[src/sv/ptnp_pkg.sv]
// Shared types and constants of the prime test / next / previous block
`default_nettype none
package ptnp_pkg;

  localparam int WIDTH = 32;
  localparam int CNT_W = $clog2(WIDTH);

  typedef logic [WIDTH-1:0] word_t;
  typedef logic [CNT_W-1:0] cnt_t;

  typedef enum logic [1:0] {
    OP_TEST = 2'd0,
    OP_NEXT = 2'd1,
    OP_PREV = 2'd2
  } op_e;

  typedef enum logic [1:0] {
    STATUS_OK       = 2'd0,
    STATUS_NO_LOWER = 2'd1,
    STATUS_OVERFLOW = 2'd2
  } status_e;

  typedef enum logic [2:0] {
    ST_IDLE,
    ST_TEST,
    ST_WAIT3,
    ST_WAITA,
    ST_WAITB,
    ST_VERDICT,
    ST_OUT
  } state_e;

endpackage
`default_nettype wire

[src/sv/ptnp_div.sv]
// Radix-2 restoring divider, one quotient bit per cycle
`default_nettype none
module ptnp_div (
  input  wire                          clk_i,
  input  wire                          rst_ni,
  input  wire                          start_i,
  input  wire  [ptnp_pkg::WIDTH-1:0]   dividend_i,
  input  wire  [ptnp_pkg::WIDTH-1:0]   divisor_i,
  output logic                         done_o,
  output ptnp_pkg::word_t              quotient_o,
  output ptnp_pkg::word_t              remainder_o
);

  logic                    busy_q, busy_d;
  logic                    done_q, done_d;
  ptnp_pkg::cnt_t          cnt_q, cnt_d;
  ptnp_pkg::word_t         rem_q, rem_d;
  ptnp_pkg::word_t         quo_q, quo_d;
  ptnp_pkg::word_t         dvs_q, dvs_d;
  logic [ptnp_pkg::WIDTH:0] trial;
  logic [ptnp_pkg::WIDTH:0] diff;

  assign trial = {rem_q, quo_q[ptnp_pkg::WIDTH-1]};
  assign diff  = trial - {1'b0, dvs_q};

  always_comb begin
    busy_d = busy_q;
    done_d = 1'b0;
    cnt_d  = cnt_q;
    rem_d  = rem_q;
    quo_d  = quo_q;
    dvs_d  = dvs_q;
    if (start_i) begin
      busy_d = 1'b1;
      cnt_d  = ptnp_pkg::cnt_t'(ptnp_pkg::WIDTH - 1);
      rem_d  = '0;
      quo_d  = dividend_i;
      dvs_d  = divisor_i;
    end else if (busy_q) begin
      // borrow clear means the shifted remainder covers the divisor
      if (!diff[ptnp_pkg::WIDTH]) begin
        rem_d = diff[ptnp_pkg::WIDTH-1:0];
      end else begin
        rem_d = trial[ptnp_pkg::WIDTH-1:0];
      end
      quo_d = {quo_q[ptnp_pkg::WIDTH-2:0], ~diff[ptnp_pkg::WIDTH]};
      cnt_d = cnt_q - 1'b1;
      if (cnt_q == '0) begin
        busy_d = 1'b0;
        done_d = 1'b1;
      end
    end
  end

  always_ff @(posedge clk_i or negedge rst_ni) begin
    if (!rst_ni) begin
      busy_q <= 1'b0;
      done_q <= 1'b0;
      cnt_q  <= '0;
    end else begin
      busy_q <= busy_d;
      done_q <= done_d;
      cnt_q  <= cnt_d;
    end
  end

  always_ff @(posedge clk_i) begin
    rem_q <= rem_d;
    quo_q <= quo_d;
    dvs_q <= dvs_d;
  end

  assign done_o      = done_q;
  assign quotient_o  = quo_q;
  assign remainder_o = rem_q;

endmodule
`default_nettype wire

[src/sv/prime_test_next_previous.sv]
// Top level: prime test, next prime and previous prime by 6k+-1 trial division
//
//   channel   direction  handshake            payload
//   command   in         start / busy         op_i, number_i
//   result    out        done_o (one cycle)   is_prime_o, prime_value_o, status_o
//
// A transfer in happens at a clock edge with start high and busy low; busy
// stays high until the cycle after the result strobe.
// Every trial division runs through the one shared divider; when chained, a
// division is a load, then WIDTH quotient bits, and the done cycle loads the
// next divisor. Testing one candidate n passes the test and verdict states
// and makes up to 2 + 2*floor((isqrt(n)+1)/6) divisions: one by 3, the
// 6k-1/6k+1 pairs up to the root and the first 6k-1 past it; small and even
// candidates need none. Next and previous repeat that per candidate until a
// prime turns up.
// Reset (rst_ni low, asynchronous) returns the sequencer and divider to idle.
// The receiver cannot stall: the result is shown for exactly one cycle.
`default_nettype none
module prime_test_next_previous (
  input  wire                         clk_i,
  input  wire                         rst_ni,
  input  wire                         start,
  output logic                        busy,
  input  wire  [1:0]                  op_i,
  input  wire  [ptnp_pkg::WIDTH-1:0]  number_i,
  output logic                        done_o,
  output logic                        is_prime_o,
  output ptnp_pkg::word_t             prime_value_o,
  output logic [1:0]                  status_o
);

  ptnp_pkg::state_e state_q, state_d;
  logic [1:0]       op_q, op_d;
  ptnp_pkg::word_t  cand_q, cand_d;     // candidate under test
  ptnp_pkg::word_t  d_q, d_d;           // current 6k-1 divisor
  logic             verdict_q, verdict_d;
  logic             is_prime_q, is_prime_d;
  ptnp_pkg::word_t  value_q, value_d;
  logic [1:0]       status_q, status_d;

  logic             div_start;
  ptnp_pkg::word_t  div_dvs;
  logic             div_done;
  ptnp_pkg::word_t  div_quo;
  ptnp_pkg::word_t  div_rem;

  // the one shared arithmetic unit
  ptnp_div u_div (
    .clk_i       (clk_i),
    .rst_ni      (rst_ni),
    .start_i     (div_start),
    .dividend_i  (cand_q),
    .divisor_i   (div_dvs),
    .done_o      (div_done),
    .quotient_o  (div_quo),
    .remainder_o (div_rem)
  );

  // next state
  always_comb begin
    state_d = state_q;
    case (state_q)
      ptnp_pkg::ST_IDLE: begin
        if (start) begin
          case (op_i)
            ptnp_pkg::OP_TEST: state_d = ptnp_pkg::ST_TEST;
            ptnp_pkg::OP_NEXT: begin
              if (number_i < ptnp_pkg::word_t'(2) || number_i == '1) begin
                state_d = ptnp_pkg::ST_OUT;
              end else begin
                state_d = ptnp_pkg::ST_TEST;
              end
            end
            ptnp_pkg::OP_PREV: begin
              if (number_i < ptnp_pkg::word_t'(3)) begin
                state_d = ptnp_pkg::ST_OUT;
              end else begin
                state_d = ptnp_pkg::ST_TEST;
              end
            end
            default: state_d = ptnp_pkg::ST_OUT;
          endcase
        end
      end
      ptnp_pkg::ST_TEST: begin
        if (cand_q < ptnp_pkg::word_t'(4) || !cand_q[0]) begin
          state_d = ptnp_pkg::ST_VERDICT;
        end else begin
          state_d = ptnp_pkg::ST_WAIT3;
        end
      end
      ptnp_pkg::ST_WAIT3: begin
        if (div_done) begin
          state_d = (div_rem == '0) ? ptnp_pkg::ST_VERDICT : ptnp_pkg::ST_WAITA;
        end
      end
      ptnp_pkg::ST_WAITA: begin
        if (div_done) begin
          if (d_q > div_quo || div_rem == '0) begin
            state_d = ptnp_pkg::ST_VERDICT;
          end else begin
            state_d = ptnp_pkg::ST_WAITB;
          end
        end
      end
      ptnp_pkg::ST_WAITB: begin
        if (div_done) begin
          state_d = (div_rem == '0) ? ptnp_pkg::ST_VERDICT : ptnp_pkg::ST_WAITA;
        end
      end
      ptnp_pkg::ST_VERDICT: begin
        case (op_q)
          ptnp_pkg::OP_NEXT: begin
            if (verdict_q || cand_q == '1) begin
              state_d = ptnp_pkg::ST_OUT;
            end else begin
              state_d = ptnp_pkg::ST_TEST;
            end
          end
          ptnp_pkg::OP_PREV: begin
            state_d = verdict_q ? ptnp_pkg::ST_OUT : ptnp_pkg::ST_TEST;
          end
          default: state_d = ptnp_pkg::ST_OUT;
        endcase
      end
      ptnp_pkg::ST_OUT: state_d = ptnp_pkg::ST_IDLE;
      default: state_d = ptnp_pkg::ST_IDLE;
    endcase
  end

  // datapath updates and divider control
  always_comb begin
    op_d       = op_q;
    cand_d     = cand_q;
    d_d        = d_q;
    verdict_d  = verdict_q;
    is_prime_d = is_prime_q;
    value_d    = value_q;
    status_d   = status_q;
    div_start  = 1'b0;
    div_dvs    = d_q + ptnp_pkg::word_t'(2);
    case (state_q)
      ptnp_pkg::ST_IDLE: begin
        if (start) begin
          op_d       = op_i;
          is_prime_d = 1'b0;
          value_d    = '0;
          status_d   = ptnp_pkg::STATUS_OK;
          cand_d     = number_i;
          case (op_i)
            ptnp_pkg::OP_NEXT: begin
              if (number_i < ptnp_pkg::word_t'(2)) begin
                value_d = ptnp_pkg::word_t'(2);
              end else if (number_i == '1) begin
                status_d = ptnp_pkg::STATUS_OVERFLOW;
              end else begin
                cand_d = number_i + ptnp_pkg::word_t'(1);
              end
            end
            ptnp_pkg::OP_PREV: begin
              if (number_i < ptnp_pkg::word_t'(3)) begin
                status_d = ptnp_pkg::STATUS_NO_LOWER;
              end else begin
                cand_d = number_i - ptnp_pkg::word_t'(1);
              end
            end
            default: ;
          endcase
        end
      end
      ptnp_pkg::ST_TEST: begin
        if (cand_q < ptnp_pkg::word_t'(4)) begin
          verdict_d = (cand_q >= ptnp_pkg::word_t'(2));
        end else if (!cand_q[0]) begin
          verdict_d = 1'b0;
        end else begin
          div_start = 1'b1;
          div_dvs   = ptnp_pkg::word_t'(3);
        end
      end
      ptnp_pkg::ST_WAIT3: begin
        if (div_done) begin
          if (div_rem == '0) begin
            verdict_d = 1'b0;
          end else begin
            d_d       = ptnp_pkg::word_t'(5);
            div_start = 1'b1;
            div_dvs   = ptnp_pkg::word_t'(5);
          end
        end
      end
      ptnp_pkg::ST_WAITA: begin
        if (div_done) begin
          // divisor past the square root once it exceeds n/d
          if (d_q > div_quo) begin
            verdict_d = 1'b1;
          end else if (div_rem == '0) begin
            verdict_d = 1'b0;
          end else begin
            div_start = 1'b1;
          end
        end
      end
      ptnp_pkg::ST_WAITB: begin
        if (div_done) begin
          if (div_rem == '0) begin
            verdict_d = 1'b0;
          end else begin
            d_d       = d_q + ptnp_pkg::word_t'(6);
            div_start = 1'b1;
            div_dvs   = d_q + ptnp_pkg::word_t'(6);
          end
        end
      end
      ptnp_pkg::ST_VERDICT: begin
        case (op_q)
          ptnp_pkg::OP_TEST: is_prime_d = verdict_q;
          ptnp_pkg::OP_NEXT: begin
            if (verdict_q) begin
              value_d = cand_q;
            end else if (cand_q == '1) begin
              status_d = ptnp_pkg::STATUS_OVERFLOW;
            end else begin
              cand_d = cand_q + ptnp_pkg::word_t'(1);
            end
          end
          ptnp_pkg::OP_PREV: begin
            // 2 is prime, so the downward walk always ends
            if (verdict_q) begin
              value_d = cand_q;
            end else begin
              cand_d = cand_q - ptnp_pkg::word_t'(1);
            end
          end
          default: ;
        endcase
      end
      default: ;
    endcase
  end

  always_ff @(posedge clk_i or negedge rst_ni) begin
    if (!rst_ni) begin
      state_q <= ptnp_pkg::ST_IDLE;
    end else begin
      state_q <= state_d;
    end
  end

  always_ff @(posedge clk_i) begin
    op_q       <= op_d;
    cand_q     <= cand_d;
    d_q        <= d_d;
    verdict_q  <= verdict_d;
    is_prime_q <= is_prime_d;
    value_q    <= value_d;
    status_q   <= status_d;
  end

  assign busy          = (state_q != ptnp_pkg::ST_IDLE);
  assign done_o        = (state_q == ptnp_pkg::ST_OUT);
  assign is_prime_o    = is_prime_q;
  assign prime_value_o = value_q;
  assign status_o      = status_q;

endmodule
`default_nettype wire

[config.mk]
export PLATFORM = sky130hd
export DESIGN_NAME = prime_test_next_previous
export DESIGN_NICKNAME = d
export VERILOG_FILES = /design/src/sv/ptnp_pkg.sv /design/src/sv/ptnp_div.sv /design/src/sv/prime_test_next_previous.sv
export SDC_FILE = /design/constraint.sdc
export NUM_CORES = 1
export LEC_CHECK = 0
export BUFFER_PORTS_ARGS = -buffer_cell sky130_fd_sc_hd__buf_4
export CORE_MARGIN = 4
export CORE_UTILIZATION = 40
export DETAILED_ROUTE_END_ITERATION = 6
export HOLD_SLACK_MARGIN = 0.02
export PLACE_DENSITY = 0.61
export REMOVE_ABC_BUFFERS = 1
export SLEW_MARGIN = 10
export SYNTH_ARGS = -nofsm -noshare
export SYNTH_HDL_FRONTEND = slang
export SYNTH_SLANG_ARGS = --single-unit
[constraint.sdc]
create_clock -name clk_i -period 10.1 [get_ports clk_i]
set_input_delay 0.505 -clock clk_i [delete_from_list [all_inputs] [get_ports clk_i]]
set_output_delay 0.505 -clock clk_i [all_outputs]
set_load 0.005 [all_outputs]
Word level (Yosys, flattened, before mapping)
Index checks and enable logic that the tools add are counted.
Widths: inputs -> output; s select.
{"block": "totals", "output_inout_bits": 37, "reg_bits": 208, "word_cells": 161, "in_bits": 37}
{"block": "op_classes", "order_cmp": 5, "n_bitwise": 1, "n_mux": 78, "n_eq_ne": 30, "n_addsub": 8, "n_reduce_logical": 25}
{"op": "$mux 32", "n": 23}
{"op": "$pmux 32 s2", "n": 5}
{"op": "$pmux 32 s3", "n": 1}
{"op": "$add 32x1->32 const B", "n": 2}
{"op": "$eq 32x32->1 const B", "n": 2}
{"op": "$lt 32x2->1 const B", "n": 2}
{"op": "$sub 32x1->32 const B", "n": 2}
{"op": "$sub 33x32->33", "n": 1}
{"op": "$add 32x2->32 const B", "n": 1}
{"op": "$add 32x3->32 const B", "n": 1}
{"op": "$ge 32x2->1 const B", "n": 1}
{"op": "$gt 32x32->1", "n": 1}
{"op": "$logic_not 32->1", "n": 1}
{"op": "$lt 32x3->1 const B", "n": 1}
{"op": "$mux 3", "n": 9}
{"op": "$mux 1", "n": 22}
{"op": "$mux 2", "n": 8}
{"op": "$pmux 3 s5", "n": 1}
{"op": "$ne 2x2->1 const B", "n": 7}
{"op": "$ne 2x1->1 const B", "n": 6}
{"op": "$ne 3x3->1 const B", "n": 4}
{"op": "$mux 5", "n": 2}
{"op": "$reduce_and 5->1", "n": 2}
{"op": "$eq 3x3->1 const B", "n": 3}
{"op": "other kinds (24)", "n": 39}

Depth between registers and ports, before layout
{"block": "logic_depth", "depth_word": 6, "mapped_depth": 15, "depth_no_buf": 15}

Modules after synthesis
Synthesis repeated with hierarchy kept, for this count alone.
{"block": "hier_totals", "hier_cells": 1838, "area_unflattened_um2": 16253.1}
{"module": "prime_test_next_previous", "instances": 1, "area_per_inst_um2": 10154.7, "cells_per_inst": 1238}
{"module": "ptnp_div", "instances": 1, "area_per_inst_um2": 6098.3, "cells_per_inst": 600}

Least setup slack after synthesis
Ideal clock, no wire load.
{"block": "synth_path", "path_kind": "register to register", "start": "register op_q[0]", "end": "register cand_q[24] (data pin)", "stages_incl_launch_ff": 15, "path_buffers": 0, "setup_ns": 0.270, "required_time_ns": 9.830, "t_arrival_ns": 3.720, "path_slack_ns": 6.109, "period_less_slack_ns": 3.991, "cell_sequence": "edfxtp_1 > inv_1 > ha_1 > ha_1 > nor2b_1 > o31a_1 > o211ai_1 > a21oi_1 > a211oi_1 > o21ai_0 > a21bo_2 > a21o_1 > a21oi_1 > xor2_1 > a21oi_1"}
{"block": "synth_between", "elab_chain_cells": 3, "elab_cells_between_ends": 4}
{"element": "from (decl)", "line_no": "prime_test_next_previous.sv:33", "rtl": "logic [1:0] op_q, op_d;"}
{"element": "from (signal assigned)", "line_no": "prime_test_next_previous.sv:251", "rtl": "op_q <= op_d;"}
{"element": "$eq 2x2->1 or $eq 2x1->1 (tied branches)", "line_no": "prime_test_next_previous.sv:216", "rtl": "case (op_q)"}
{"element": "$pmux 32 s2 *", "line_no": "prime_test_next_previous.sv:216"}
{"element": "$pmux 32 s2 *", "line_no": "prime_test_next_previous.sv:142", "rtl": "case (state_q)"}
{"element": "via cand_d[24]", "line_no": "prime_test_next_previous.sv:34", "rtl": "ptnp_pkg::word_t cand_q, cand_d;"}
{"element": "to (signal assigned)", "line_no": "prime_test_next_previous.sv:252", "rtl": "cand_q <= cand_d;"}
{"element": "to (decl)", "line_no": "prime_test_next_previous.sv:34"}
The timed path passes the listed nets; every way through them passes the cells marked *.
A chain may end at the register's enable or synchronous reset.

Final worst setup path
Same ends and word-level chain as after synthesis.

==> results_dict.tcl <==
set metrics [dict create \
    status "finished clean" \
    drv_cap 0 \
    power_mw 4.25 \
    io_pins 74 \
    cp-startpoint "op_q[0]$_DFFE_PP_" \
    globalRoute.totalOverflow 0 \
    worst-path-stages 15 \
    cts_setup_buffers 0 \
    crit_path_cell_trace "inv_1 -> ha_1 -> buf_4 -> ha_1 -> nor2b_1 -> o31a_1 -> o211ai_1 -> a21oi_1 -> a211oi_1 -> o21ai_0 -> a21bo_2 -> a21o_1 -> a21oi_1 -> xor2_1 -> a21oi_1" \
    track_usage_pct 20.7 \
    critPathMostFrequentCell "a21oi_1" \
    grt_pass1_wl_um 72000 \
    core.rowCount 72 \
    whs_path_depth 1 \
    clkTransAtPathRegs_ps 60 \
    nFillCells 3772 \
    final_nets 2001 \
    grt_setup_unrepaired "no" \
    grt_pass1_vias 13200 \
    synthFlopType "edfxtp_1" \
    ys_ff_latch 207 \
    post_synth.cell_area_avg_um2 8.55 \
    cts_buffers 25 \
    viasPerCell 5.82 \
    layout-drive-gt1-share_pct 8.27 \
    final_antenna_net_count 0 \
    cts-root-buf "clkbuf_16" \
    slowest_stage "a211oi_1" \
    insertedDiodeCount 0 \
    hold_path_class "primary input to flop" \
    detail_route.wl_per_cell_um 18.8 \
    synthDominantCellAreaShare_pct 31.6 \
    cp_top_family "compound AO/OA/AOI/OAI gates" \
    critical_path_required_ps 10350 \
    slew_viol_final 0 \
    slew_headroom_pct 29.7 \
    io_buffers 73 \
    place_hpwl_um 32900 \
    die_area_um2 42400 \
    grt_antenna_before_repair 1 \
    critPathLaunchType "flop" \
    synth.distinct_cells 83 \
    synthCells 1833 \
    leakage_nw 6.96 \
    synthesis.area_um2 15700 \
    p_per_area_nw_per_um2 243 \
    r2r_cells 15 \
    routed_wl_um 45000 \
    cts_resized 0 \
    final-seq-area_um2 5850 \
    drt_iter0_drc 1121 \
    yosysTopAreaCell "edfxtp_1" \
    multi_input_comb_area_um2 9100 \
    fmax_mhz 230 \
    fp.dieH_um 206 \
    yosysWarningCount 0 \
    crit_type "flop to flop" \
    synth.top_cells.by_count "190 x nand2_1, 165 x edfxtp_1, 149 x a21oi_1, 145 x nor2_1, 132 x o21ai_0" \
    gp_congestion 0.924 \
    synthArstFlopShare_pct 4.83 \
    min_period_ps 4350 \
    seq_area_frac_synth_pct 37.3 \
    vdd_drop_max_mv 0.188 \
    cpPeakStageDelay_ps 670 \
    cts_tree "done" \
    post-synth-top-count-cell "nand2_1" \
    dr.pass1.iters 5 \
    fin_crit_sh_pct 43.0 \
    cp-end-kind "flop" \
    chipWidth_um 206 \
    drcViolationCount 0 \
    hold_path.startpoint "op_i[0]" \
    grt_max_degree 73 \
    h-tree-depth 1 \
    tightestPinTransition_ps 1050 \
    cp_num_buf_inv 2 \
    synth_edf_count 165 \
    path_max_fanout 34 \
    setup_viol 0 \
    fin_skew_ps 21.4 \
    arrival_ps 4590 \
    initial_core_util_pct 40.5 \
    synthTopCellsByArea "edfxtp_1 32%, ha_1 8.5%, a21oi_1 4.8%" \
    vias 13900 \
    coreArea_um2 38700 \
    fin_setup_tns_ps 0 \
    clkLatencyLatePin_ps 540 \
    r2r-start "op_q[0]$_DFFE_PP_" \
    clk_path_buf_depth 3 \
    hold_viol_final 0 \
    syn2layout_area_growth_pct 11.6 \
    clock-sinks 207 \
]
-- metrics by stage --
stage	hold slack, ps	cell area, µm²	setup slack [ps]	utilization [%]	instances
2_1_floorplan	209	15300	4270	-	1740
3_3_place_gp	369	16700	5970	43.0	2346
3_5_place_dp	370	16700	5890	43.0	2346
5_1_grt	189	17500	5470	45.2	2393
6_report	202	17500	5750	45.2	2393
4_1_cts	179	17500	5830	45.2	2393
-- metal layers --
metal / vias to the layer above / GRT usage [%] / wire length (µm)
met5: - / 0 / 12
li1: 6823 / - / -
met3: 82 / 2.40 / 2480
met1: 6581 / 28.2 / 19900
met4: 2 / 5.75 / 1190
met2: 435 / 35.1 / 21400
-- timing repair --
item,4_1_cts,5_1_grt
hold buffers,1,0
endpoints found under the hold margin,10,0
setup endpoints to repair,0,0
-- logic make-up (layout without fill, tap and decap cells) --
kind of cell	after synthesis	after routing	synth area share, %
adder cells (fa/ha/maj)	108	108	8.71
flip-flops	207	207	37.3
AO/OA/AOI/OAI	551	551	22.2
XOR/XNOR	110	110	6.14
other	1	1	0.0239
AND/OR/NAND/NOR	647	647	20.2
buffers and inverters	201	243	4.92
multiplexers	8	8	0.535
-- cell type report --
cell class,instances,share of cell area [%]
clock buffer,37,4.12
clock inverter,9,0.643
inverter,108,2.32
multi-input combinational,1425,52.0
sequential,207,33.4
tap,518,3.70
timing repair buffer,89,3.83
-- state kept, by name, summed over array words and instances (netlist names) --
signal and count:
prime_value_o 32, u_div.quotient_o 32, is_prime_o 1, state_q 3
u_div.busy_q 1, u_div.done_o 1, u_div.remainder_o 32, u_div.cnt_q 5
op_q 2, u_div.dvs_q 32, d_q 31, verdict_q 1
cand_q 32, status_o 2
-- worst reg2reg max path, stage by stage, from the launching register on --
cell and delay, ps:
edfxtp_1 390, inv_1 100, ha_1 140, buf_4 370, ha_1 360, nor2b_1 160
o31a_1 280, o211ai_1 220, a21oi_1 140, a211oi_1 670, o21ai_0 310, a21bo_2 290
a21o_1 180, a21oi_1 170, xor2_1 190, a21oi_1 90
-- path summary, 6_finish.rpt --
check                                                     end  slack (ps)
setup / recovery                         cand_q[24]$_DFFE_PP_        5750
hold / removal                              op_q[0]$_DFFE_PP_         200
setup reg to reg                         cand_q[24]$_DFFE_PP_        5750
hold reg to reg            u_div.remainder_o[20]$_SDFFE_PP0P_         520
max in group asynchronous              u_div.busy_q$_DFF_PN0_        9540
min in group asynchronous              state_q[0]$_DFFE_PN0P_         360
-- placed cells by master (no fill, tap or decap), types with 5 or more instances in the layout --
cell	synthesis	routed
o211ai_1	16	16
o21a_1	17	17
clkbuf_1	83	8
o21bai_1	6	6
a311oi_1	8	8
xnor2_1	44	43
nor2_1	145	144
dfrtp_1	10	9
or3_1	12	12
clkbuf_16	0	26
nand2_1	190	190
nand2b_1	13	12
nand4_1	36	36
or2_2	8	8
nand3_1	55	55
and2_1	39	39
a21o_1	51	51
dfxtp_1	32	32
o22ai_1	7	7
or4_1	6	6
a221oi_1	8	8
o32ai_1	19	19
inv_1	104	104
xor2_1	66	66
o31ai_1	18	18
mux2i_1	5	5
a22o_1	6	6
ha_1	106	106
nor3_1	50	50
a21oi_1	149	149
buf_4	0	88
a31oi_1	24	23
nor4_1	31	31
nand3b_1	6	6
nor2b_1	16	16
o21ai_1	21	20
a211oi_1	18	18
edfxtp_1	165	165
and3_1	20	20
o21ai_0	132	132
-- power breakdown --
| part | switching, mW | internal [mW] | leakage (nW) |
|---|---|---|---|
| Clock | 0.366 | 0.549 | 0.411 |
| Combinational | 1.15 | 0.780 | 4.57 |
| Sequential | 0.208 | 1.19 | 1.98 |
Power figures use the tool's default switching activity.
